$ cat config.mk
export PLATFORM = sky130hd
export DESIGN_NAME = smu_delay
export DESIGN_NICKNAME = d
export VERILOG_FILES = /design/src/rtl/core/smu_delay.sv
export SDC_FILE = /design/constraint.sdc
export NUM_CORES = 1
export LEC_CHECK = 0
export BUFFER_PORTS_ARGS = -buffer_cell sky130_fd_sc_hd__buf_2
export CAP_MARGIN = 0
export CORE_AREA = 5 5 42 44
export CTS_CLUSTER_DIAMETER = 150
export CTS_CLUSTER_SIZE = 28
export DETAILED_ROUTE_END_ITERATION = 6
export DIE_AREA = 0 0 47 49
export PLACE_DENSITY = 0.66
export SYNTH_ARGS = -nofsm -noshare
export SYNTH_HDL_FRONTEND = slang
export SYNTH_SLANG_ARGS = --single-unit
$ cat constraint.sdc
create_clock -name clk_i -period 1 [get_ports clk_i]
set_clock_uncertainty 0.1 [all_clocks]
set_input_delay 0.2 -clock clk_i [delete_from_list [all_inputs] [get_ports clk_i]]
set_output_delay 0.2 -clock clk_i [all_outputs]
set_load 0.01 [all_outputs]
$ cat src/rtl/core/smu_delay.sv
// Enabled shift register that keeps side data aligned with the pipeline.
`timescale 1ns / 1ps
module smu_delay #(
  parameter int W     = 8,
  parameter int DEPTH = 2
) (
  input  logic         clk_i,
  input  logic         en_i,
  input  logic [W-1:0] d_i,
  output logic [W-1:0] q_o
);

  logic [W-1:0] tap_q [DEPTH];

  // Each tap moves one step when the pipeline advances.
  always_ff @(posedge clk_i) begin
    if (en_i) begin
      tap_q[0] <= d_i;
      for (int k = 1; k < DEPTH; k++) begin
        tap_q[k] <= tap_q[k-1];
      end
    end
  end

  assign q_o = tap_q[DEPTH-1];

endmodule

# Yosys cells after proc, flatten, opt, wreduce, memory -nomap -nowiden
# Memories as Yosys holds them, arrays and structs flattened.
# Index checks and enable logic that the tools add are counted.
[word_totals]
register_bits = 0
latchBits = 0
mem_bits_rw = 16
romBits = 0
in_bits = 10
out_inout_bits = 8
elab_cells = 3
n_memories = 1
[classes]
addsub = 0
n_mul = 0
div_mod_pow = 0
n_lt_le_gt_ge = 0
eq_ne = 0
n_shift = 0
muxes = 2
bitwise = 0
reduce_logical = 0
[memory_table]
columns = ["name", "words", "width", "rd", "rd_clocked_by_memory_dff", "wr", "line", "text"]
rows = [
  ["tap_q", 2, 8, 2, 0, 2, "13", "logic [W-1:0] tap_q [DEPTH];"],
]
[ops]
columns = ["operator", "count"]
rows = [
  ["$mux 1", 2],
]

# Logic depth before layout (Yosys ltp)
[logic_depth]
word_depth = 2
depth_mapped = 1
mapped_depth_nobuf = 0

# Least setup slack after synthesis
# No wires, ideal clock.
[synth_timing]
kind = "register to output"
start = "mem tap_q[1][0], in the netlist tap_q[0][8]"
end = "out q_o[0]"
t_arrival_ns = 0.476
t_required_ns = 0.700
setup_slack_ns = 0.224
path_stages_with_launch = 2
n_path_buf = 1
path_cell_list = "edfxtp_1 -> buf_4"
[synth_lines]
columns = ["element", "line", "text"]
rows = [
  ["from (decl)", "13", ""],
  ["to (decl)", "10", "output logic [W-1:0] q_o"],
]

==> results.yml <==
power_and_ir_drop:
  p_seq_share_pct: 68.8
  ir_drop_v: 0.000716
  cellLeakagePower_nw: 0.254
  p_sw_share_pct: 17.2
  power_density_mw_per_mm2: 1800
  power_frac_clock_pct: 25.3
  power.switching_w: 0.000201
  p_comb_share_pct: 6.0
  internal_power_w: 0.000969
finish:
  flow.area_growth_from_synthesis_pct: 19.9
  fillers: 127
  drive_above_1_share_pct: 50.0
  num-multi-input-gates: 0
  finalInstanceArea_um2: 648
  top_register: "tap_q"
  num-nets-final: 52
  seq_area_um2: 480
  diodes: 0
  reg_top3: "tap_q x16"
  multiInputGateArea_um2: 0
  largest_reg_flops: 16
route:
  post_drt_wl_per_cell_um: 9.68
  drc: 0
  routed_via_density: 4.09
  postRouteAntennaNets: 0
  wl_um: 542
  firstDrtPassIters: 2
  initialDrtViolationCount: 1
  num_vias: 229
timing:
  drv_slew: 0
  layout_setup_ws_ps: -83.0
  period_needed_ps: 1080
  fmax_mhz: 923
  hold_viol: 0
  fin_crit_sh_pct: 108
  setup_viol: 8
  rsz0062_at_grt: "yes"
  tightest_slew_ps: 322
  maxSlewHeadroom_pct: 78.6
  fin_setup_tns_ps: -538
placement:
  port_buffers: 17
  gp_congestion: 0.629
  placed_cell_area_um2: 586
  dp_slack_ps: 59.4
global_routing:
  grt_pass1_wl_um: 903
  grt_max_degree: 17
  grt_pass1_vias: 244
  grt_util_all_layers_pct: 5.58
  grt_overflow: 0
  antenna_found_initial: 0
critical_path:
  cp-start-kind: "register"
  critical-path-max-stage-delay_ps: 370
  worstSetupPathType: "reg -> out"
  worstPathArrival_ps: 780
  crit_slowest_cell: "edfxtp_1"
  crit_buf_inv: 1
  crit_path_end_kind: "primary output"
  cp.required_ps: 700
  path_cells: "buf_2"
  crit_fanout: 1
  rrSetupSlack_ps: 270
  cp_top_family: "flip-flops"
synthesis:
  synth_cell_type_count: 2
  synth_edf_count: 16
  avgSynthCellArea_um2: 22.5
  synth_nets: 34
  ys_warn_count: 0
  ys_seq_elements: 16
  yosys-top-cells-count: "16 x edfxtp_1, 8 x buf_4"
  netlist_instances: 24
  yosysMostFrequentCell: "edfxtp_1"
  synth_area_leader_cell: "edfxtp_1"
  synth.area.top_cells: "edfxtp_1 89%, buf_4 11%"
  ys.flop_type: "edfxtp_1"
  netlist_area_um2: 541
  synth_top_area_share_pct: 88.9
  synthArstFlopShare_pct: 0
  seq_area_frac_synth_pct: 88.9
clock_network:
  cts_buffers: 3
  worstSkewPairLatency_ps: 260
  cts_resized: 0
  htreeDepth: 1
  clk_pin_slew_ps: 80
  postCtsSetupBuffers: 0
  tritoncts: "built"
  clockRootBuffer: "clkbuf_4"
  clk_path_buf_depth: 2
  cts.sinks: 16
worst_hold_path:
  hp-class: "in -> reg"
floorplanning:
  coreArea_mm2: 0.00140
  die_w_um: 47
  dieArea_mm2: 0.00230
  die_h_um: 49
  initial_core_util_pct: 38.6
  num_rows: 14
  io_pins: 18
outcome:
  violations: "setup timing"
  outcome: "finished with violations"
run:
  max_cap_viol_count: 0
## cells in the final DEF (no fill, tap or decap)
master	n
dlygate4sd3_1	4
edfxtp_1	16
buf_2	17
clkbuf_4	3
## power groups by stage
| stage | clock [W] | sequential (W) | combinational (W) |
|---|---|---|---|
| 2_1_floorplan | 0 | 0.000818 | 0.0000406 |
| 3_3_place_gp | 0 | 0.000817 | 0.0000584 |
| 3_5_place_dp | 0 | 0.000821 | 0.0000602 |
| 4_1_cts | 0.000307 | 0.000806 | 0.0000660 |
| 5_1_grt | 0.000334 | 0.000810 | 0.0000766 |
| 6_report | 0.000295 | 0.000804 | 0.0000699 |
## final timing paths
check                    start            to  cells past startpoint
hold reg to reg    tap_q[0][0]   tap_q[0][8]                      0
setup / recovery  tap_q[0][13]        q_o[5]                      1
setup reg to reg   tap_q[0][7]  tap_q[0][15]                      0
hold / removal          d_i[5]   tap_q[0][5]                      1
## timing repair
action | CTS | global route
hold buffers | 2 | 2
setup endpoints to repair | 8 | 8
gates cloned | 0 | 0
endpoints found under the hold margin | 2 | 2
## layout make-up
type	count	area share, %
Timing Repair Buffer	21	19.3
Tap cell	16	3.09
Clock buffer	3	3.47
Sequential cell	16	74.1
## metal layers
metal	global-route usage, %	routed length, um	vias to the layer above
met5	0	0	-
met4	2.76	0	0
met3	2.58	118	0
met2	8.82	237	17
met1	6.01	187	99
li1	-	-	113
## stage by stage
step,util [%],total power (W),hold slack (ps),cells
CTS,44.8,0.00118,1.30,54
global placement,41.8,0.000876,277,49
floorplan,-,0.000858,199,24
global route,46.3,0.00122,0.131,56
detailed placement,41.8,0.000881,278,49
finish,46.3,0.00117,10.6,56
## kinds of logic (layout without fill, tap and decap cells)
logic type / count (synthesis) / count (layout) / share of synthesized area [%]
DFF: 16 / 16 / 88.9
buffers and inverters: 8 / 24 / 11.1
(Power assumes the default switching activity.)
