<file path="src/rtl/core/smu_pkg.sv">
// Package with the widths, payload types and helpers of the segment midpoint and axis block.
`timescale 1ns / 1ps
package smu_pkg;

  // Field widths.
  localparam int COORD_BITS     = 24;
  localparam int AXIS_FRAC_BITS = 14;
  localparam int DIR_BITS       = AXIS_FRAC_BITS + 2;

  // Internal widths: magnitude of a difference, sum of squares, root and quotient.
  localparam int MAG_W = COORD_BITS;
  localparam int SQ_W  = 2 * MAG_W + 2;
  localparam int ROOT_W = MAG_W + 1;
  localparam int QUO_W = AXIS_FRAC_BITS + 1;
  localparam int NUM_W = MAG_W + AXIS_FRAC_BITS;

  // Pipeline depth: front end, one stage per root bit, one per quotient bit, output register.
  localparam int FRONT_STAGES = 3;
  localparam int LATENCY      = FRONT_STAGES + ROOT_W + QUO_W + 1;

  typedef struct packed {
    logic signed [COORD_BITS-1:0] first_x;
    logic signed [COORD_BITS-1:0] first_y;
    logic signed [COORD_BITS-1:0] first_z;
    logic signed [COORD_BITS-1:0] second_x;
    logic signed [COORD_BITS-1:0] second_y;
    logic signed [COORD_BITS-1:0] second_z;
  } smu_in_t;

  typedef struct packed {
    logic signed [COORD_BITS-1:0] mid_x;
    logic signed [COORD_BITS-1:0] mid_y;
    logic signed [COORD_BITS-1:0] mid_z;
    logic signed [DIR_BITS-1:0]   dir_x;
    logic signed [DIR_BITS-1:0]   dir_y;
    logic signed [DIR_BITS-1:0]   dir_z;
    logic                         zero_length;
  } smu_out_t;

  // Applies the sign of the difference to a quotient magnitude.
  function automatic logic [DIR_BITS-1:0] smu_signed_dir(input logic [QUO_W-1:0] mag,
                                                         input logic neg);
    logic [DIR_BITS-1:0] ext;
    ext = DIR_BITS'(mag);
    return neg ? (~ext + DIR_BITS'(1)) : ext;
  endfunction

endpackage

</file>
<file path="src/rtl/core/smu_front.sv">
// Front end: differences, midpoints, magnitudes and the sum of squares over three stages.
`timescale 1ns / 1ps
module smu_front import smu_pkg::*; (
  input  logic                  clk_i,
  input  logic                  en_i,
  input  smu_in_t               req_i,
  output logic [3*COORD_BITS-1:0] mid_o,
  output logic [3*MAG_W-1:0]    mag_o,
  output logic [2:0]            neg_o,
  output logic [SQ_W-1:0]       sq_o
);

  localparam int DW = COORD_BITS + 1;

  logic signed [COORD_BITS-1:0] a [3];
  logic signed [COORD_BITS-1:0] b [3];
  logic signed [DW-1:0] diff_d [3];
  logic signed [DW-1:0] diff_q [3];
  logic [3*COORD_BITS-1:0] mid_d, mid1_q, mid2_q, mid3_q;
  logic [MAG_W-1:0] mag_d [3];
  logic [MAG_W-1:0] mag2_q [3];
  logic [MAG_W-1:0] mag3_q [3];
  logic [2:0] neg2_q, neg3_q;
  logic [2*MAG_W-1:0] sqr_d [3];
  logic [2*MAG_W-1:0] sqr_q [3];
  logic [SQ_W-1:0] sum_q;

  assign a[0] = req_i.first_x;
  assign a[1] = req_i.first_y;
  assign a[2] = req_i.first_z;
  assign b[0] = req_i.second_x;
  assign b[1] = req_i.second_y;
  assign b[2] = req_i.second_z;

  // Stage one logic: difference and floor half of the sum.
  always_comb begin
    logic signed [DW-1:0] s;
    for (int k = 0; k < 3; k++) begin
      diff_d[k] = DW'(b[k]) - DW'(a[k]);
      s = DW'(b[k]) + DW'(a[k]);
      mid_d[(2-k)*COORD_BITS +: COORD_BITS] = s[DW-1:1];
    end
  end

  // Stage two logic: magnitude and its square.
  always_comb begin
    logic [DW-1:0] m;
    for (int k = 0; k < 3; k++) begin
      m = diff_q[k][DW-1] ? (~diff_q[k] + DW'(1)) : diff_q[k];
      mag_d[k] = m[MAG_W-1:0];
      sqr_d[k] = (2*MAG_W)'(mag_d[k]) * (2*MAG_W)'(mag_d[k]);
    end
  end

  // Three register stages.
  always_ff @(posedge clk_i) begin
    if (en_i) begin
      for (int k = 0; k < 3; k++) begin
        diff_q[k] <= diff_d[k];
        mag2_q[k] <= mag_d[k];
        sqr_q[k]  <= sqr_d[k];
        neg2_q[k] <= diff_q[k][DW-1];
        mag3_q[k] <= mag2_q[k];
      end
      mid1_q <= mid_d;
      mid2_q <= mid1_q;
      mid3_q <= mid2_q;
      neg3_q <= neg2_q;
      sum_q  <= SQ_W'(sqr_q[0]) + SQ_W'(sqr_q[1]) + SQ_W'(sqr_q[2]);
    end
  end

  assign mid_o = mid3_q;
  assign mag_o = {mag3_q[0], mag3_q[1], mag3_q[2]};
  assign neg_o = neg3_q;
  assign sq_o  = sum_q;

endmodule

</file>
<file path="config.mk">
export PLATFORM = sky130hd
export DESIGN_NAME = smu_front
export DESIGN_NICKNAME = d
export VERILOG_FILES = /design/src/rtl/core/smu_pkg.sv /design/src/rtl/core/smu_front.sv
export SDC_FILE = /design/constraint.sdc
export NUM_CORES = 2
export LEC_CHECK = 0
export BUFFER_PORTS_ARGS = -buffer_cell sky130_fd_sc_hd__buf_2
export CELL_PAD_IN_SITES_DETAIL_PLACEMENT = 0
export CELL_PAD_IN_SITES_GLOBAL_PLACEMENT = 1
export CORE_MARGIN = 2
export CORE_UTILIZATION = 52
export CTS_CLUSTER_DIAMETER = 30
export CTS_CLUSTER_SIZE = 12
export DETAILED_ROUTE_END_ITERATION = 12
export PLACE_DENSITY_LB_ADDON = 0.1
export SYNTH_ARGS = -nofsm -noshare
export SYNTH_HDL_FRONTEND = slang
export SYNTH_SLANG_ARGS = --single-unit
</file>
<file path="constraint.sdc">
create_clock -name clk_i -period 12.9 [get_ports clk_i]
set_clock_uncertainty 0.05 [all_clocks]
set_input_delay 1.29 -clock clk_i [delete_from_list [all_inputs] [get_ports clk_i]]
set_output_delay 1.29 -clock clk_i [all_outputs]
set_load 0.01 [all_outputs]
</file>
Word-level counts from Yosys, hierarchy flattened
Memory sizes are Yosys's and may differ from the RTL's.
Cells that the tools add are included.
{ "classes": {"muxes": 5, "bitwise": 3, "addsub": 11, "n_reduce_logical": 0, "mul": 3, "order_cmp": 0, "eq_ne": 0, "shift": 0, "div": 0} }
{ "ops": {"columns": ["cell", "n"], "rows": [
  ["$mul 24x24->48", 3],
  ["$add 24x24->25", 3],
  ["$sub 24x24->25", 3],
  ["$add 24x2->24 const B", 3],
  ["$mux 24", 3],
  ["$not 24->24", 3],
  ["$add 49x48->50", 1],
  ["$add 48x48->49", 1],
  ["$mux 1", 2]
]} }
{ "word_totals": {"rom_bits": 0, "latch_bits": 0, "mem_count": 4, "output_inout_bits": 197, "in_bits": 146, "ff_bits": 272, "ram_bits": 363, "elab_cells": 32} }
{ "memory_table": {"columns": ["name", "words", "word_bits", "read_ports", "rd_ports_with_merged_regs", "wr", "line_no", "text"], "rows": [
  ["sqr_q", 3, 48, 3, 0, 3, "smu_front.sv:25", "logic [2*MAG_W-1:0] sqr_q [3];"],
  ["diff_q", 3, 25, 3, 0, 3, "smu_front.sv:18", "logic signed [DW-1:0] diff_q [3];"],
  ["mag2_q", 3, 24, 3, 0, 3, "smu_front.sv:21", "logic [MAG_W-1:0] mag2_q [3];"],
  ["mag3_q", 3, 24, 3, 0, 3, "smu_front.sv:22", "logic [MAG_W-1:0] mag3_q [3];"]
]} }

Longest topological paths before layout
{ "depth": {"ltp_word": 4, "ltp_mapped": 38, "ltp_nobuf": 36} }

Worst setup path before layout
No wires, ideal clock.
{ "synth_timing": {"path_kind": "register to register", "start": "mem diff_q[0][25] (netlist name)", "end": "mem sqr_q[0][89] (netlist name) (data pin)", "t_arrival_ns": 9.087, "path_stages_with_launch": 36, "required_time_ns": 12.591, "slack_ns": 3.504, "path_buffers": 3, "period_less_slack_ns": 9.396, "path_cell_list": "edfxtp_1 clkbuf_1 clkinv_1 clkbuf_1 ha_1 nand2_1 or4_1 or4_4 o41a_1 xnor2_1 inv_2 buf_6 nand2_1 fa_1 inv_1 fa_1 fa_1 inv_1 fa_1 inv_1 fa_1 inv_1 fa_1 inv_1 fa_1 ha_1 a21o_1 a21o_1 a21o_1 a311oi_1 or3b_1 a41oi_1 a21oi_1 or2_1 a41oi_1 xnor2_1"} }
{ "synth_lines": {"columns": ["item", "line_no"], "rows": [
  ["start: declaration", "smu_front.sv:18"],
  ["end: declaration", "smu_front.sv:25"]
]} }

==> impl_metrics.json <==
{
  "status": "completed",
  "grt_setup_unrepaired": "no",
  "syn2layout_area_growth_pct": 12.4,
  "criticalPathCategory": "reg -> reg",
  "routed_wl_mm": 200,
  "cp_slowest_cell": "edfxtp_1",
  "maxSlewViolCount": 0,
  "required_ps": 13340,
  "reg2reg_to": "sqr_q[0][47]$_DFFE_PP_",
  "hold_class": "reg -> reg",
  "syn_area_um2": 77600,
  "synth_edf_count": 629,
  "ys.flop_type": "edfxtp_1",
  "diodes": 0,
  "yosys.area.top_type_share_pct": 34.1,
  "setup_violations": 0,
  "path_clk_slew_ps": 50,
  "worstMarginPinSlew_ps": 1170,
  "reg2reg_depth": 35,
  "crit_path_end_kind": "flop",
  "dr.max_layer_used": "met5",
  "hpwl_mm": 160,
  "cts_tree": "done",
  "initial_core_util_pct": 52.4,
  "dieArea_um2": 152000,
  "finalCritPeriodShare_pct": 85.9,
  "ys_types": 92,
  "dp.cells": 9690,
  "ios": 343,
  "antenna_found_initial": 7,
  "cts-resized-gates": 0,
  "worstSkewPairLatency_ps": 780,
  "period_needed_ps": 11080,
  "die_h_um": 390,
  "timing.fmax_ghz": 0.0903,
  "drtIter0Drc": 3205,
  "startpoint_type": "flop",
  "final.setup.tns_ps": 0,
  "gp_congestion": 0.900,
  "grt_pass1_wl_mm": 317,
  "wl_met2_mm": 94.8,
  "ctsHoldBuffers": 0,
  "fin_nets": 10100,
  "drc": 0,
  "synth.top_cells.by_area": "fa_1 34%, edfxtp_1 24%, ha_1 11%",
  "cp.arrival_ps": 11520,
  "yosysMostFrequentCell": "inv_1",
  "wl_met3_mm": 12.5,
  "path_max_fanout": 15,
  "rrSetupSlack_ps": 1820,
  "worstHoldPathCells": 0,
  "routedWlPerCell_um": 20.1,
  "layout-drive-gt1-share_pct": 9.68,
  "grt_overflow": 0,
  "ant_nets": 0,
  "die_w_um": 390,
  "synth_seq_cells": 629,
  "fin_hold_ws_ps": 342,
  "vias": 52600,
  "vias_per_cell": 5.27,
  "first_pass_iters": 6,
  "postCtsSetupBuffers": 0,
  "synth_common_cells": "1913 x inv_1, 1323 x fa_1, 699 x ha_1, 629 x edfxtp_1, 604 x nor2_1",
  "cts_buffers": 150,
  "core_area_um2": 148000,
  "whs_endpoint": "mid_o[25]$_DFFE_PP_",
  "seq_area_frac_synth_pct": 24.3,
  "htree_levels": 4,
  "routedLengthMet1_mm": 87.4,
  "first_global_vias": 56600,
  "drv_cap": 0,
  "slew_headroom_pct": 21.7,
  "syn_avg_cell_area_um2": 10.3,
  "cts_root_buf": "clkbuf_16",
  "grtUsageTotal_pct": 27.2,
  "synth_area_leader_cell": "fa_1",
  "cts_buffer_depth": 3,
  "instances_no_fill": 9969,
  "grt_max_degree": 185,
  "async_reset_ff_share_pct": 0,
  "rows": 141,
  "hold_viol": 0,
  "cp_slowest_stage_delay_ps": 730,
  "synthCells": 7523,
  "r2r-start": "diff_q[0][0]$_DFFE_PP_",
  "min_from": "mid2_q[25]$_DFFE_PP_",
  "portBuffers": 342,
  "ys_warn_count": 0,
  "cts.sinks": 629
}
-- worst max-delay path, delay by kind of cell, from the launching register on --
kind | cells | cell delay (ps)
xor+xnor | 2 | 170
flops | 1 | 730
compound gates | 10 | 2570
fa+ha+maj | 9 | 4230
simple gates | 6 | 1350
buf+inv | 8 | 1680
-- placed cells by master (no fill, tap or decap), types with 26 or more instances in the layout --
| cell | instances |
|---|---|
| a21o_1 | 126 |
| a21oi_1 | 268 |
| a31oi_1 | 30 |
| and3_1 | 26 |
| buf_2 | 341 |
| buf_4 | 82 |
| clkbuf_16 | 155 |
| edfxtp_1 | 629 |
| fa_1 | 1323 |
| ha_1 | 699 |
| inv_1 | 1913 |
| nand2_1 | 570 |
| nand2b_1 | 49 |
| nand3_1 | 58 |
| nor2_1 | 604 |
| nor2b_1 | 33 |
| nor3_1 | 55 |
| o21ai_0 | 134 |
| o21bai_1 | 55 |
| xnor2_1 | 242 |
| xor2_1 | 100 |
-- registers in the layout (all words and copies together) (netlist names) --
name,flops
diff_q,75
mag2_q,72
mag3_q,72
mid1_q,72
mid2_q,72
mid_o,72
neg2_q,3
neg_o,3
sq_o,50
sqr_q,138
-- how the worst max path moves through the flow --
stage	endpoint	from	depth (start not counted)	slack, ps
6_report	sqr_q[0][47]$_DFFE_PP_	diff_q[0][0]$_DFFE_PP_	35	1820
5_1_grt	sqr_q[0][47]$_DFFE_PP_	diff_q[0][0]$_DFFE_PP_	35	1340
4_1_cts	sqr_q[0][47]$_DFFE_PP_	diff_q[0][0]$_DFFE_PP_	35	1870
3_5_place_dp	sqr_q[0][47]$_DFFE_PP_	diff_q[0][0]$_DFFE_PP_	35	1900
3_3_place_gp	sqr_q[0][47]$_DFFE_PP_	diff_q[0][0]$_DFFE_PP_	35	1910
2_1_floorplan	sqr_q[0][89]$_DFFE_PP_	diff_q[0][25]$_DFFE_PP_	35	3500
-- per-stage QoR --
stage               cell area (µm²)  worst slack (ps)  util, %
floorplan                     77600              3500        -
global route                  87200              1340     58.9
CTS                           87200              1870     58.9
global placement              81900              1910     55.3
finish                        87200              1820     58.9
detailed placement            81900              1900     55.3
-- per-layer routing --
layer	global-route usage [%]	vias up
met5	0	-
met4	7.92	2
met3	4.51	321
met2	44.2	1499
met1	37.9	26500
li1	-	24200
-- logic make-up after synthesis --
kind of cell	share of synthesized area (%)
compound gates	6.99
fa+ha+maj	45.4
mux	0.0677
flops	24.3
simple gates	8.44
other cells	0.00483
buf+inv	10.3
xor+xnor	4.40
-- area by class of cell --
type | instances | area (µm²)
fillers | 12700 | 60800
multi-input cells | 4766 | 50900
flip-flops and latches | 629 | 18900
inverters | 1938 | 7270
clock buffers | 167 | 3920
well taps | 1930 | 2410
repair buffers | 427 | 2400
clock inverters | 112 | 1400
Power is not shown: default switching activity piles up to over one toggle a cycle in this logic, so the estimate is an artifact.
