<file path="src/rtl/core/smu_pkg.sv">
// Package with the widths, payload types and helpers of the segment midpoint and axis block.
`timescale 1ns / 1ps
package smu_pkg;

  // Field widths.
  localparam int COORD_BITS     = 24;
  localparam int AXIS_FRAC_BITS = 14;
  localparam int DIR_BITS       = AXIS_FRAC_BITS + 2;

  // Internal widths: magnitude of a difference, sum of squares, root and quotient.
  localparam int MAG_W = COORD_BITS;
  localparam int SQ_W  = 2 * MAG_W + 2;
  localparam int ROOT_W = MAG_W + 1;
  localparam int QUO_W = AXIS_FRAC_BITS + 1;
  localparam int NUM_W = MAG_W + AXIS_FRAC_BITS;

  // Pipeline depth: front end, one stage per root bit, one per quotient bit, output register.
  localparam int FRONT_STAGES = 3;
  localparam int LATENCY      = FRONT_STAGES + ROOT_W + QUO_W + 1;

  typedef struct packed {
    logic signed [COORD_BITS-1:0] first_x;
    logic signed [COORD_BITS-1:0] first_y;
    logic signed [COORD_BITS-1:0] first_z;
    logic signed [COORD_BITS-1:0] second_x;
    logic signed [COORD_BITS-1:0] second_y;
    logic signed [COORD_BITS-1:0] second_z;
  } smu_in_t;

  typedef struct packed {
    logic signed [COORD_BITS-1:0] mid_x;
    logic signed [COORD_BITS-1:0] mid_y;
    logic signed [COORD_BITS-1:0] mid_z;
    logic signed [DIR_BITS-1:0]   dir_x;
    logic signed [DIR_BITS-1:0]   dir_y;
    logic signed [DIR_BITS-1:0]   dir_z;
    logic                         zero_length;
  } smu_out_t;

  // Applies the sign of the difference to a quotient magnitude.
  function automatic logic [DIR_BITS-1:0] smu_signed_dir(input logic [QUO_W-1:0] mag,
                                                         input logic neg);
    logic [DIR_BITS-1:0] ext;
    ext = DIR_BITS'(mag);
    return neg ? (~ext + DIR_BITS'(1)) : ext;
  endfunction

endpackage

</file>
<file path="src/rtl/core/smu_div.sv">
// Pipelined restoring divider of a scaled magnitude by the length, one quotient bit per stage.
`timescale 1ns / 1ps
module smu_div import smu_pkg::*; (
  input  logic              clk_i,
  input  logic              en_i,
  input  logic [MAG_W-1:0]  mag_i,
  input  logic [ROOT_W-1:0] len_i,
  output logic [QUO_W-1:0]  quo_o
);

  localparam int CW = NUM_W + ROOT_W;

  logic [NUM_W-1:0]  rem_q [QUO_W];
  logic [ROOT_W-1:0] len_q [QUO_W];
  logic [QUO_W-1:0]  quo_q [QUO_W];

  for (genvar k = 0; k < QUO_W; k++) begin : g_stage
    localparam int BIT = QUO_W - 1 - k;
    logic [NUM_W-1:0]  rem_in;
    logic [ROOT_W-1:0] len_in;
    logic [QUO_W-1:0]  quo_in;
    logic [CW-1:0]     dsh;
    logic              take;

    if (k == 0) begin : g_first
      assign rem_in = NUM_W'(mag_i) << AXIS_FRAC_BITS;
      assign len_in = len_i;
      assign quo_in = '0;
    end else begin : g_next
      assign rem_in = rem_q[k-1];
      assign len_in = len_q[k-1];
      assign quo_in = quo_q[k-1];
    end

    // The quotient is at most 2^frac, so the top bit needs no earlier step.
    assign dsh  = CW'(len_in) << BIT;
    assign take = CW'(rem_in) >= dsh;

    always_ff @(posedge clk_i) begin
      if (en_i) begin
        rem_q[k] <= take ? (rem_in - dsh[NUM_W-1:0]) : rem_in;
        len_q[k] <= len_in;
        quo_q[k] <= take ? (quo_in | (QUO_W'(1) << BIT)) : quo_in;
      end
    end
  end

  assign quo_o = quo_q[QUO_W-1];

endmodule

</file>
<file path="config.mk">
export PLATFORM = sky130hd
export DESIGN_NAME = smu_div
export DESIGN_NICKNAME = d
export VERILOG_FILES = /design/src/rtl/core/smu_pkg.sv /design/src/rtl/core/smu_div.sv
export SDC_FILE = /design/constraint.sdc
export NUM_CORES = 2
export LEC_CHECK = 0
export BUFFER_PORTS_ARGS = -buffer_cell sky130_fd_sc_hd__buf_2
export CAP_MARGIN = 25
export CORE_UTILIZATION = 30
export CTS_CLUSTER_DIAMETER = 100
export DETAILED_ROUTE_END_ITERATION = 8
export HOLD_SLACK_MARGIN = 0.06
export PLACE_DENSITY = 0.45
export SYNTH_ARGS = -nofsm -noshare
export SYNTH_HDL_FRONTEND = slang
export SYNTH_SLANG_ARGS = --single-unit
</file>
<file path="constraint.sdc">
create_clock -name clk_i -period 4.2 [get_ports clk_i]
set_input_delay 0 -clock clk_i [delete_from_list [all_inputs] [get_ports clk_i]]
set_output_delay 0 -clock clk_i [all_outputs]
set_load 0.005 [all_outputs]
</file>
# Word level (Yosys, flattened, before mapping)
# Memory sizes are Yosys's and may differ from the RTL's.
# Index checks and enable logic that the tools add are counted.
# W data, S select, Z words.
# op_classes
addsub,15
magnitude_cmp,15
muxes,32
# op_table
operator,count
$mux W38,15
$sub A38 B38 Y38,2
$ge A38 B39 Y1,1
$ge A38 B25 Y1,1
$ge A38 B26 Y1,1
$ge A38 B27 Y1,1
$ge A38 B28 Y1,1
$ge A38 B29 Y1,1
$ge A38 B30 Y1,1
$ge A38 B31 Y1,1
$ge A38 B32 Y1,1
$ge A38 B33 Y1,1
$ge A38 B34 Y1,1
$ge A38 B35 Y1,1
$ge A38 B36 Y1,1
$ge A38 B37 Y1,1
$ge A38 B38 Y1,1
$sub A38 B25 Y38,1
$sub A38 B26 Y38,1
$sub A38 B27 Y38,1
$sub A38 B28 Y38,1
$sub A38 B29 Y38,1
$sub A38 B30 Y38,1
$sub A38 B31 Y38,1
other kinds (21),23
# totals
ff_bits,0
ram_bits,1170
word_cells,65
memories,3
# memory_table
name,words,word_bits,rd,rd_ports_with_merged_regs,wr,line_no,source
rem_q,15,38,14,0,15,smu_div.sv:13,logic [NUM_W-1:0] rem_q [QUO_W];
len_q,15,25,14,0,15,smu_div.sv:14,logic [ROOT_W-1:0] len_q [QUO_W];
quo_q,15,15,15,0,15,smu_div.sv:15,logic [QUO_W-1:0] quo_q [QUO_W];

# Longest topological paths before layout
# An unclocked memory read counts as a cell.
# logic_depth
word_depth,3
mapped_depth,14

# Worst setup path before layout
# No wires, ideal clock.
# synth_path
kind,reg2reg
start,mem rem_q[0][19] in the netlist's numbering
end,mem rem_q[0][58] in the netlist's numbering (data pin)
arrival_time_ns,2.856
required_time_ns,3.938
setup_slack_ns,1.082
path_stages_with_launch,12
path_buffers,1
cell_sequence,edfxtp_1 ha_1 a21oi_1 nor3b_1 nand3_1 and2_1 a221o_1 a221oi_2 nor4_2 o22ai_4 buf_8 mux2_1
# synth_rtl
element,line_no
from (decl),smu_div.sv:13

==> impl_table.tex <==
\begin{tabular}{lr}
\hline
Metric & Value \\
\hline
\multicolumn{2}{l}{\textbf{Synth}} \\
\quad FFs w/ async S/R, synth & 0 \\
\quad Warnings from Yosys & 0 \\
\quad Number of standard cells after synthesis & 4800 \\
\quad Synthesis-stage register bit count & $\sim$900 \\
\quad Unique cell type count in the Yosys netlist & approximately 110 \\
\quad Main flop type after synthesis & edfxtp\_1 \\
\quad Number of nets in the synthesized netlist & around 5200 \\
\quad Sequential fraction of the synthesis area & 0.516 \\
\quad Summed instance area of the synthesized netlist & between 50000 and 60000 sq um \\
\quad Number of synthesized flops with an enable pin & between 800 and 900 \\
\quad Average footprint of a synthesized cell & 10.9 sq um \\
\multicolumn{2}{l}{\textbf{Routing}} \\
\quad Number of nets still failing antenna checks after routing & 0 \\
\quad Post-route DRC violation count & 0 \\
\quad Vias post-DR & $\sim$36000 \\
\quad Detailed-route vias per instance & $\sim$4.8 \\
\quad First-iteration detailed-routing DRC count & 1882 \\
\quad Number of iterations in the first detailed-routing pass & 5 \\
\quad WL per Instance & around 17 um \\
\quad Final wirelength & 124000 um \\
\multicolumn{2}{l}{\textbf{GRT}} \\
\quad Number of antenna violations at the first check in global routing & 0 \\
\quad Via count of the first global-routing pass & between 30000 and 40000 \\
\quad GRT Overall Usage & 0.140 \\
\quad Global-route wire length before repair & between 150000 and 200000 um \\
\quad Remaining global-route overflow & 0 \\
\quad Pin count of the biggest net entering global routing & a little under 100 \\
\multicolumn{2}{l}{\textbf{Setup path}} \\
\quad Highest net fanout along the worst path & 29 \\
\quad Flop-to-flop setup slack & 0.39 ns \\
\quad CP arrival & approximately 4.3 ns \\
\quad Critical path capture point type & register \\
\quad Kind of start point of the critical path & register \\
\quad Number of cells traversed by the worst register-to-register path & 9 \\
\quad Data required time of the critical path & 4.67 ns \\
\quad Type of the worst setup path & register to register \\
\quad Start of the worst register-to-register path & rem\_q[0][219] \\
\quad Endpoint of the worst register-to-register path & rem\_q[0][251] \\
\multicolumn{2}{l}{\textbf{Power and ir drop}} \\
\quad Clock power share & 0.233 \\
\quad Switching share of power & 0.362 \\
\quad Total power density per cell area & between 600 and 700 nW/um\^{}2 \\
\quad Overall power consumption & around 39 mW \\
\quad Internal power contribution & around 25 mW \\
\quad Net switching power & 14.3 mW \\
\quad Share of total power in combinational logic & 0.405 \\
\quad Leakage power & around 24 nW \\
\quad Largest vdd supply drop & 0.343 mV \\
\quad Sequential group share of total power & 0.363 \\
\multicolumn{2}{l}{\textbf{CTS}} \\
\quad CTS clk-pin slew, worst paths & 0.05 ns \\
\quad CTS Buffer Depth & 3 \\
\quad Clk sink count & between 800 and 900 \\
\quad Root buf cell & clkbuf\_16 \\
\quad TritonCTS buffer count & 108 \\
\quad Post-CTS sizing & 0 \\
\quad Setup Fix Bufs, Post-CTS & 0 \\
\quad Clock tree from TritonCTS & yes \\
\quad H-tree level count & 3 \\
\quad Skew-Pair Late Insertion Delay & $\sim$0.74 ns \\
\multicolumn{2}{l}{\textbf{Layout}} \\
\quad Layout cell share with drive strength beyond 1 & 0.0821 \\
\quad Final nets & 5477 \\
\quad Area delta synth->final & 15.4\% \\
\quad Leading cell types in the layout, fill and taps excluded & 897 x edfxtp\_1, 476 x inv\_1, 390 x nand2\_1, 373 x ha\_1, 372 x a21oi\_1 \\
\quad Leading cell type in the layout, fill and taps excluded & edfxtp\_1 \\
\quad Fin area & 60300 sq um \\
\quad Number of antenna cells inserted & 0 \\
\multicolumn{2}{l}{\textbf{Worst hold path}} \\
\quad Worst hold stages & 4 \\
\quad Class of the tightest hold or removal check & input port to register \\
\quad Startpoint of the most critical hold path & mag\_i[0] \\
\quad End of the worst hold path & rem\_q[0][14] \\
\multicolumn{2}{l}{\textbf{Floorplan}} \\
\quad Core area & roughly 170000 sq um \\
\quad Total Die Area & approximately 180000 sq um \\
\quad Die extent in x & around 420 um \\
\quad \# IOs & 66 \\
\quad Vertical die dimension & around 420 um \\
\quad Count of standard-cell rows & between 150 and 200 \\
\quad Initial Utilization & 0.303 \\
\multicolumn{2}{l}{\textbf{Timing}} \\
\quad Worst Max-Slew Pin Slew & around 0.94 ns \\
\quad Final worst path period need & between 3 and 4 ns \\
\quad FMAX & 0.262 GHz \\
\quad Final setup TNS & 0 ns \\
\quad Final Cycle Share & 0.907 \\
\quad Worst Skew & around 0.033 ns \\
\quad Slew headroom & 0.367 \\
\quad Setup violation total in the final timing report & 0 \\
\quad Final Worst Setup Slack & 0.389 ns \\
\quad RSZ-0062 raised after global routing & no \\
\quad Final number of max-transition violations & 0 \\
\quad Final-report hold violation count & 0 \\
\multicolumn{2}{l}{\textbf{Placement}} \\
\quad Instance area after placement & 55800 sq um \\
\quad Placement-stage worst setup slack & about 0.36 ns \\
\quad Routability-driven placement congestion ratio & around 0.9 \\
\quad Post-DP HPWL & between 90000 and 100000 um \\
\quad Number of port buffers & between 60 and 70 \\
\multicolumn{2}{l}{\textbf{Run}} \\
\quad Max cap viols & 0 \\
\multicolumn{2}{l}{\textbf{Run status}} \\
\quad Status & finished clean \\
\hline
\end{tabular}
logic make-up after synthesis:
logic type | count (synthesis) | synth area share
buffers and inverters | 595 | 0.0447
multiplexers | 80 | 0.0184
XOR/XNOR | 347 | 0.0582
flip-flops | 897 | 0.516
AND/OR/NAND/NOR | 1196 | 0.112
adder cells (fa/ha/maj) | 387 | 0.0947
AO/OA/AOI/OAI | 1298 | 0.157
what timing repair did:
action / CTS / global route
endpoints found under the setup margin: 0 / 0
hold buffers: 102 / 0
endpoints found under the hold margin: 122 / 0
power by group through the flow:
stage / Combinational [mW] / Sequential (mW) / Clock (mW)
global placement: 15.9 / 14.5 / 0
CTS: 16.1 / 14.3 / 9.55
global route: 17.8 / 14.5 / 9.86
finish: 16.0 / 14.3 / 9.19
floorplan: 12.0 / 13.9 / 0
detailed placement: 15.9 / 14.5 / 0
registers in the layout, indices dropped and copies added, names as in the netlist:
register / cells
rem_q: 427
quo_q: 120
len_q: 350
synth_stat cells, drive strengths merged, types with 50 or more instances:
master	n	area, sq um
a21o	184	1380
a21oi	376	1890
clkbuf	85	320
edfxtp	897	26900
ha	373	4670
inv	480	1800
mux2	76	923
nand2	391	1480
nand2b	50	313
nand3	88	445
nand4	58	363
nor2	255	957
nor2b	52	325
nor3	97	490
o21a	55	413
o21ai	369	1850
xnor2	185	1620
xor2	162	1420
worst max-delay path, cell delays in order (launching register included):
cell,delay [ns]
edfxtp_1,0.41
ha_1,0.40
a21oi_1,0.24
a21oi_1,0.12
a2111oi_0,0.59
inv_1,0.12
or4b_1,0.58
a31oi_4,0.69
buf_4,0.31
o21ai_0,0.10
worst max-delay path by stage:
stage	endpoint	start	cells past startpoint	slack, ns
finish	rem_q[0][251]	rem_q[0][219]	9	0.39
global route	rem_q[1][151]	rem_q[1][80]	10	0.07
CTS	rem_q[0][251]	rem_q[0][219]	9	0.36
detailed placement	rem_q[1][118]	rem_q[1][80]	9	0.36
global placement	rem_q[1][111]	rem_q[1][58]	9	0.07
floorplan	rem_q[0][58]	rem_q[0][19]	11	1.08
stage by stage:
stage,hold WS (ns),utilization,cells
after floorplan,0.0989,-,4800
after global placement,0.200,0.324,7136
after detailed placement,0.201,0.324,7137
after CTS,0.0614,0.350,7438
after global routing,0.108,0.350,7438
final,0.133,0.350,7438
area by class of cell:
class | count | area, sq um
Fill cell | 17300 | 112000
Sequential cell | 897 | 26900
Multi-Input combinational cell | 3308 | 23000
Tap cell | 2310 | 2890
Clock buffer | 131 | 2790
Timing Repair Buffer | 244 | 2130
Inverter | 480 | 1800
Clock inverter | 68 | 683
routing by layer:
metal,up-vias,global-route usage,wire length (um)
met1,16600,0.128,44100
met4,0,0.0802,7570
met3,336,0.0210,3210
met5,-,0,0
met2,579,0.287,68800
li1,18100,-,-
No activity file was read; power rests on OpenSTA's default activity.
