==> src/rtl/core/smu_pkg.sv <==
// Package with the widths, payload types and helpers of the segment midpoint and axis block.
`timescale 1ns / 1ps
package smu_pkg;

  // Field widths.
  localparam int COORD_BITS     = 24;
  localparam int AXIS_FRAC_BITS = 14;
  localparam int DIR_BITS       = AXIS_FRAC_BITS + 2;

  // Internal widths: magnitude of a difference, sum of squares, root and quotient.
  localparam int MAG_W = COORD_BITS;
  localparam int SQ_W  = 2 * MAG_W + 2;
  localparam int ROOT_W = MAG_W + 1;
  localparam int QUO_W = AXIS_FRAC_BITS + 1;
  localparam int NUM_W = MAG_W + AXIS_FRAC_BITS;

  // Pipeline depth: front end, one stage per root bit, one per quotient bit, output register.
  localparam int FRONT_STAGES = 3;
  localparam int LATENCY      = FRONT_STAGES + ROOT_W + QUO_W + 1;

  typedef struct packed {
    logic signed [COORD_BITS-1:0] first_x;
    logic signed [COORD_BITS-1:0] first_y;
    logic signed [COORD_BITS-1:0] first_z;
    logic signed [COORD_BITS-1:0] second_x;
    logic signed [COORD_BITS-1:0] second_y;
    logic signed [COORD_BITS-1:0] second_z;
  } smu_in_t;

  typedef struct packed {
    logic signed [COORD_BITS-1:0] mid_x;
    logic signed [COORD_BITS-1:0] mid_y;
    logic signed [COORD_BITS-1:0] mid_z;
    logic signed [DIR_BITS-1:0]   dir_x;
    logic signed [DIR_BITS-1:0]   dir_y;
    logic signed [DIR_BITS-1:0]   dir_z;
    logic                         zero_length;
  } smu_out_t;

  // Applies the sign of the difference to a quotient magnitude.
  function automatic logic [DIR_BITS-1:0] smu_signed_dir(input logic [QUO_W-1:0] mag,
                                                         input logic neg);
    logic [DIR_BITS-1:0] ext;
    ext = DIR_BITS'(mag);
    return neg ? (~ext + DIR_BITS'(1)) : ext;
  endfunction

endpackage

==> src/rtl/core/smu_isqrt.sv <==
// Pipelined floor square root, one root bit per stage.
`timescale 1ns / 1ps
module smu_isqrt import smu_pkg::*; (
  input  logic              clk_i,
  input  logic              en_i,
  input  logic [SQ_W-1:0]   n_i,
  output logic [ROOT_W-1:0] root_o
);

  localparam int CW = 2 * ROOT_W + 1;

  logic [SQ_W-1:0]   rem_q  [ROOT_W];
  logic [ROOT_W-1:0] root_q [ROOT_W];

  for (genvar k = 0; k < ROOT_W; k++) begin : g_stage
    localparam int BIT = ROOT_W - 1 - k;
    logic [SQ_W-1:0]   rem_in;
    logic [ROOT_W-1:0] root_in;
    logic [CW-1:0]     cand;
    logic              take;

    if (k == 0) begin : g_first
      assign rem_in  = n_i;
      assign root_in = '0;
    end else begin : g_next
      assign rem_in  = rem_q[k-1];
      assign root_in = root_q[k-1];
    end

    // Try setting this bit: (r + 2^i)^2 - r^2 = 2*r*2^i + 4^i.
    assign cand = (CW'(root_in) << (BIT + 1)) | (CW'(1) << (2 * BIT));
    assign take = CW'(rem_in) >= cand;

    always_ff @(posedge clk_i) begin
      if (en_i) begin
        rem_q[k]  <= take ? (rem_in - cand[SQ_W-1:0]) : rem_in;
        root_q[k] <= take ? (root_in | (ROOT_W'(1) << BIT)) : root_in;
      end
    end
  end

  assign root_o = root_q[ROOT_W-1];

endmodule

==> config.mk <==
export PLATFORM = sky130hd
export DESIGN_NAME = smu_isqrt
export DESIGN_NICKNAME = d
export VERILOG_FILES = /design/src/rtl/core/smu_pkg.sv /design/src/rtl/core/smu_isqrt.sv
export SDC_FILE = /design/constraint.sdc
export NUM_CORES = 2
export LEC_CHECK = 0
export ABC_CLOCK_PERIOD_IN_PS = 3150
export BUFFER_PORTS_ARGS = -buffer_cell sky130_fd_sc_hd__buf_4
export CAP_MARGIN = 10
export CORE_UTILIZATION = 50
export DETAILED_ROUTE_END_ITERATION = 6
export PLACE_DENSITY = 0.76
export SKIP_CTS_REPAIR_TIMING = 1
export SYNTH_ARGS = -nofsm -noshare
export SYNTH_HDL_FRONTEND = slang
export SYNTH_SLANG_ARGS = --single-unit
==> constraint.sdc <==
create_clock -name clk_i -period 3.15 [get_ports clk_i]
set_clock_uncertainty 0.1 [all_clocks]
set_input_delay 0.1575 -clock clk_i [delete_from_list [all_inputs] [get_ports clk_i]]
set_output_delay 0.1575 -clock clk_i [all_outputs]
set_load 0.005 [all_outputs]
## Word-level counts from Yosys, hierarchy flattened

Memory sizes are Yosys's and may differ from the RTL's.
Cells that the tools add are included.

- Bits in registers: 0
- Bits in writable memories: 1875
- Input port bits: 52
- Output and inout bits: 25
- Logic and storage cells: 104
- Memories kept: 2

Memories:

| memory | words | width | rd ports | clocked after Yosys merged registers in | wr ports | RTL line | text |
|---|---|---|---|---|---|---|---|
| rem_q | 25 | 50 | 24 | 0 | 25 | smu_isqrt.sv:12 | `logic [SQ_W-1:0] rem_q [ROOT_W];` |
| root_q | 25 | 25 | 25 | 0 | 25 | smu_isqrt.sv:13 | `logic [ROOT_W-1:0] root_q [ROOT_W];` |

- $add $sub $neg: 25
- Magnitude comparators: 25
- Multiplexer cells: 52

Operators by type and width:

| operator | count |
|---|---|
| 50-bit two-way mux | 25 |
| 50-bit by 26-bit greater-or-equal comparator with 1-bit output | 1 |
| 50-bit by 27-bit greater-or-equal comparator with 1-bit output | 1 |
| 50-bit by 28-bit greater-or-equal comparator with 1-bit output | 1 |
| 50-bit by 29-bit greater-or-equal comparator with 1-bit output | 1 |
| 50-bit by 30-bit greater-or-equal comparator with 1-bit output | 1 |
| 50-bit by 31-bit greater-or-equal comparator with 1-bit output | 1 |
| 50-bit by 32-bit greater-or-equal comparator with 1-bit output | 1 |
| 50-bit by 33-bit greater-or-equal comparator with 1-bit output | 1 |
| 50-bit by 34-bit greater-or-equal comparator with 1-bit output | 1 |
| 50-bit by 35-bit greater-or-equal comparator with 1-bit output | 1 |
| 50-bit by 36-bit greater-or-equal comparator with 1-bit output | 1 |
| 50-bit by 37-bit greater-or-equal comparator with 1-bit output | 1 |
| 50-bit by 38-bit greater-or-equal comparator with 1-bit output | 1 |
| 50-bit by 39-bit greater-or-equal comparator with 1-bit output | 1 |
| 50-bit by 40-bit greater-or-equal comparator with 1-bit output | 1 |
| 50-bit by 41-bit greater-or-equal comparator with 1-bit output | 1 |
| 50-bit by 42-bit greater-or-equal comparator with 1-bit output | 1 |
| 50-bit by 43-bit greater-or-equal comparator with 1-bit output | 1 |
| 50-bit by 44-bit greater-or-equal comparator with 1-bit output | 1 |
| 50-bit by 45-bit greater-or-equal comparator with 1-bit output | 1 |
| 50-bit by 46-bit greater-or-equal comparator with 1-bit output | 1 |
| 50-bit by 47-bit greater-or-equal comparator with 1-bit output | 1 |
| 50-bit by 48-bit greater-or-equal comparator with 1-bit output | 1 |
| other kinds (52) | 54 |

## Longest topological paths before layout

An unclocked memory read counts as a cell.

- Word-level depth: 3
- Mapped depth: 13
- Mapped depth without buffers: 11

## Worst setup path before layout

OpenSTA, ideal clock, no wires.

- Kind: reg2reg
- Start: memory rem_q[17][19] (netlist name)
- End: memory rem_q[18][48] (netlist name), data pin
- Setup time: 0.258 ns
- Arrival: 2.977 ns
- Required time: 2.792 ns
- Slack: -0.184 ns
- Cell stages (with the launch flop): 11
- Path buffers: 1
- Period minus slack after synthesis: 3.334 ns
- Cell sequence: edfxtp_1 ha_1 a21oi_1 nor2_1 o31a_1 o31a_1 o311ai_1 nor4bb_1 clkbuf_1 or4b_1 xnor2_1

RTL lines:

| element | RTL line |
|---|---|
| start, declared | smu_isqrt.sv:12 |

==> out/metrics.json <==
{
  "muxShareOfSynthArea": {"value": 0.845, "unit": "%"},
  "worst_hold_startpoint": {"value": "n_i[48]"},
  "yosysSeqAreaShare": {"value": 62.9, "unit": "%"},
  "dieWidth": {"value": 384, "unit": "um"},
  "start_util": {"value": 50.6, "unit": "%"},
  "iteration_0_drc_count_of_the_detailed_router": {"value": 4910},
  "tritoncts": {"value": "yes"},
  "gp_congestion": {"value": 0.947},
  "via_count": {"value": 50400},
  "post-route-cell-area": {"value": 89500, "unit": "um^2"},
  "critPathLaunchType": {"value": "flip-flop"},
  "p_clk_share": {"value": 32.0, "unit": "%"},
  "antenna_found_initial": {"value": 2},
  "synthDistinctLibCells": {"value": 83},
  "setup_repair_after_global_routing_missed_its_margin": {"value": "true"},
  "max_cap_violations": {"value": 0},
  "netlist_instances": {"value": 5754},
  "hold_path.class": {"value": "input pin to flip-flop"},
  "ys.warnings.count": {"value": 0},
  "design.die.area": {"value": 147000, "unit": "um^2"},
  "power_density": {"value": 673, "unit": "nW/um^2"},
  "ant_nets": {"value": 0},
  "num_antenna_cells": {"value": 0},
  "synth_top_family_by_area": {"value": "simple AND/OR/NAND/NOR gates"},
  "synth_top_cells_by_area": {"value": "sky130_fd_sc_hd__edfxtp_1 63%, sky130_fd_sc_hd__ha_1 5.9%, sky130_fd_sc_hd__xnor2_1 3.1%"},
  "detailed_place_hpwl": {"value": 128, "unit": "mm"},
  "post-layout-total-power": {"value": 60.2, "unit": "mW"},
  "synth_simple_gate_area_share": {"value": 12.0, "unit": "%"},
  "run_status": {"value": "finished, violations left"},
  "clock_edge_transition_at_the_registers_on_the_reported_setup_and_hold_paths": {"value": 0.06, "unit": "ns"},
  "nNetsFinal": {"value": 7096},
  "design.portCount": {"value": 77},
  "power_leakage": {"value": 34.2, "unit": "nW"},
  "rows": {"value": 139},
  "path_class": {"value": "flip-flop to flip-flop"},
  "p_int": {"value": 42.7, "unit": "mW"},
  "cts_htree_levels": {"value": 4},
  "drc_errors": {"value": 5},
  "power.share.sequential": {"value": 45.7, "unit": "%"},
  "adder_and_majority_gate_portion_of_the_synthesized_area": {"value": 5.94, "unit": "%"},
  "synth_compound_gate_area_share": {"value": 9.53, "unit": "%"},
  "finalWorstSetupSlack": {"value": -0.177, "unit": "ns"},
  "count_of_final_hold_check_violations": {"value": 0},
  "via_count_of_the_first_global_routing_pass": {"value": 48300},
  "synthesized_cell_area": {"value": 72800, "unit": "um^2"},
  "proportion_of_register_bits_with_asynchronous_set_or_reset_after_synthesis": {"value": 0, "unit": "%"},
  "predominant_post_synthesis_flop_cell": {"value": "sky130_fd_sc_hd__edfxtp_1"},
  "switchingPower": {"value": 17.5, "unit": "mW"},
  "crit_arrival": {"value": 3.74, "unit": "ns"},
  "synth-xor-area-share": {"value": 6.10, "unit": "%"},
  "final-setup-viol-count": {"value": 44},
  "grt_first_pass_wirelength": {"value": 267, "unit": "mm"},
  "finalCriticalPeriod": {"value": 3.33, "unit": "ns"},
  "worstPathMaxFanout": {"value": 23},
  "switching_share": {"value": 29.1, "unit": "%"},
  "detail_route.vias_per_cell": {"value": 5.77},
  "route.final.wire_length": {"value": 183, "unit": "mm"},
  "track_usage": {"value": 23.2, "unit": "%"},
  "violated_checks": {"value": "design-rule violations, negative setup slack"},
  "worstSetupStartpoint": {"value": "rem_q[16][43]$_DFFE_PP_"},
  "syn-mean-instance-area": {"value": 12.7, "unit": "um^2"},
  "timing_worst_slew_pin_value": {"value": 0.939, "unit": "ns"},
  "globalRouteOverflowTotal": {"value": 0},
  "floorplan_core_area": {"value": 144000, "unit": "um^2"},
  "first_pass_iters": {"value": 7},
  "cp-end-kind": {"value": "flip-flop"},
  "finalMaxSlewViolations": {"value": 0},
  "clk_latency": {"value": 0.83, "unit": "ns"},
  "yosysTopAreaCellShare": {"value": 62.9, "unit": "%"},
  "peak_supply_drop": {"value": 0.000609, "unit": "V"},
  "port-buffer-count": {"value": 76},
  "clock-sinks": {"value": 1525},
  "wire_per_inst": {"value": 20.9, "unit": "um"},
  "synth_edf_count": {"value": 1525},
  "synthDominantAreaCellType": {"value": "sky130_fd_sc_hd__edfxtp_1"},
  "dieHeight": {"value": 384, "unit": "um"},
  "clockRootBuffer": {"value": "sky130_fd_sc_hd__clkbuf_16"},
  "p_comb_share": {"value": 22.3, "unit": "%"},
  "finalCritPeriodShare": {"value": 106, "unit": "%"},
  "grt_start_max_net_pins": {"value": 169},
  "critical_path_required": {"value": 3.56, "unit": "ns"},
  "yosys_register_bits": {"value": 1525},
  "numCtsBuffers": {"value": 154},
  "setup-tns-final": {"value": -5.17, "unit": "ns"},
  "max_slew_margin": {"value": 37.4, "unit": "%"},
  "fmax": {"value": 0.301, "unit": "GHz"},
  "area_growth_syn_to_layout": {"value": 22.8, "unit": "%"},
  "reg2reg_from": {"value": "rem_q[16][43]$_DFFE_PP_"},
  "postSynthNetCount": {"value": 6152},
  "max-clock-path-buffers": {"value": 3},
  "final_layout_size_suffix_gt1_share": {"value": 20.3, "unit": "%"},
  "placed_cell_areas": {"value": 80500, "unit": "um^2"}
}
[through the flow]
step / util, % / instances / hold WS (ns) / setup WS [ns]
2_1_floorplan: - / 5754 / 0.156 / -0.00968
3_3_place_gp: 55.9 / 8253 / 0.236 / -0.258
3_5_place_dp: 55.9 / 8253 / 0.237 / -0.306
4_1_cts: 59.6 / 8534 / -0.640 / -0.366
5_1_grt: 62.1 / 8726 / 0.0907 / -0.257
6_report: 62.1 / 8726 / 0.0926 / -0.177
[power by group through the flow]
| stage | Sequential (mW) | Clock, mW | Combinational [mW] |
|---|---|---|---|
| floorplan | 27.0 | 0 | 7.60 |
| global placement | 27.7 | 0 | 12.0 |
| detailed placement | 27.8 | 0 | 12.2 |
| CTS | 27.4 | 19.4 | 12.4 |
| global route | 27.7 | 20.3 | 14.6 |
| finish | 27.5 | 19.3 | 13.4 |
[cells by family (layout without fill, tap and decap cells)]
kind of cell / after synthesis / after routing
simple gates: 1671 / 1671
flops: 1525 / 1525
fa+ha+maj: 346 / 346
buf+inv: 532 / 1601
xor+xnor: 507 / 507
mux: 56 / 56
compound gates: 1117 / 1117
[area by class of cell]
type,instances,area [um^2]
well taps,1903,2380
repair buffers,896,7420
fillers,10400,54500
inverters,424,1610
clock buffers,179,3970
multi-input cells,3697,26900
clock inverters,102,1400
flip-flops and latches,1525,45800
[worst max-delay path, stage by stage (launching register included)]
cell and delay, ns:
sky130_fd_sc_hd__edfxtp_1 0.38, sky130_fd_sc_hd__or3_4 0.40, sky130_fd_sc_hd__or2_4 0.26, sky130_fd_sc_hd__or4_4 0.43, sky130_fd_sc_hd__or3_4 0.35, sky130_fd_sc_hd__or3_4 0.39, sky130_fd_sc_hd__a211oi_4 0.30, sky130_fd_sc_hd__inv_2 0.12
sky130_fd_sc_hd__buf_12 0.17, sky130_fd_sc_hd__nor2_2 0.10, sky130_fd_sc_hd__a21oi_1 0.05
[cells in the final DEF (no fill, tap or decap), drive strengths merged, types with 253 or more instances in the layout]
| cell | count |
|---|---|
| xnor2 | 254 |
| ha | 346 |
| o21ai | 309 |
| a21oi | 328 |
| buf | 790 |
| nand2 | 385 |
| inv | 427 |
| edfxtp | 1525 |
| nor2 | 325 |
| xor2 | 253 |
[cells in the mapped netlist (all sizes together) (12+ instances only)]
library cell	number
a211oi	53
nor4b	27
edfxtp	1525
nand2	385
nor3b	14
mux2	44
xnor2	254
buf	23
nand4b	16
a211o	15
a21oi	328
o21bai	23
o211ai	26
and2	22
o31ai	40
a21o	108
xor2	253
ha	346
o31a	12
mux2i	12
a31oi	25
nor3	157
a21boi	16
nand3b	27
and3	19
clkbuf	85
inv	423
nor2b	49
or4	41
o21a	64
nand4	78
or3	66
nor4	214
o21ai	309
nor2	325
nand2b	67
or2	34
nand3	90
[flip-flops by register name, summed over array words and instances, names as in the netlist]
name    flops
rem_q    1200
root_q    325
[final timing paths]
path | cells after the start | end | slack (ns)
setup reg to reg | 10 | rem_q[17][17]$_DFFE_PP_ | -0.18
setup / recovery | 10 | rem_q[17][17]$_DFFE_PP_ | -0.18
hold / removal | 3 | rem_q[0][48]$_DFFE_PP_ | 0.09
hold reg to reg | 0 | rem_q[15][10]$_DFFE_PP_ | 0.32
[metal layers]
layer | vias to the layer above | track usage, % | part of all wire, %
met5 | - | 0 | 0
met4 | 0 | 8.39 | 3.8
met3 | 422 | 3.04 | 5.7
met2 | 1934 | 41.4 | 51
met1 | 24500 | 28.8 | 39
li1 | 23500 | - | -
Note: power is estimated with default switching activity, not from simulation.
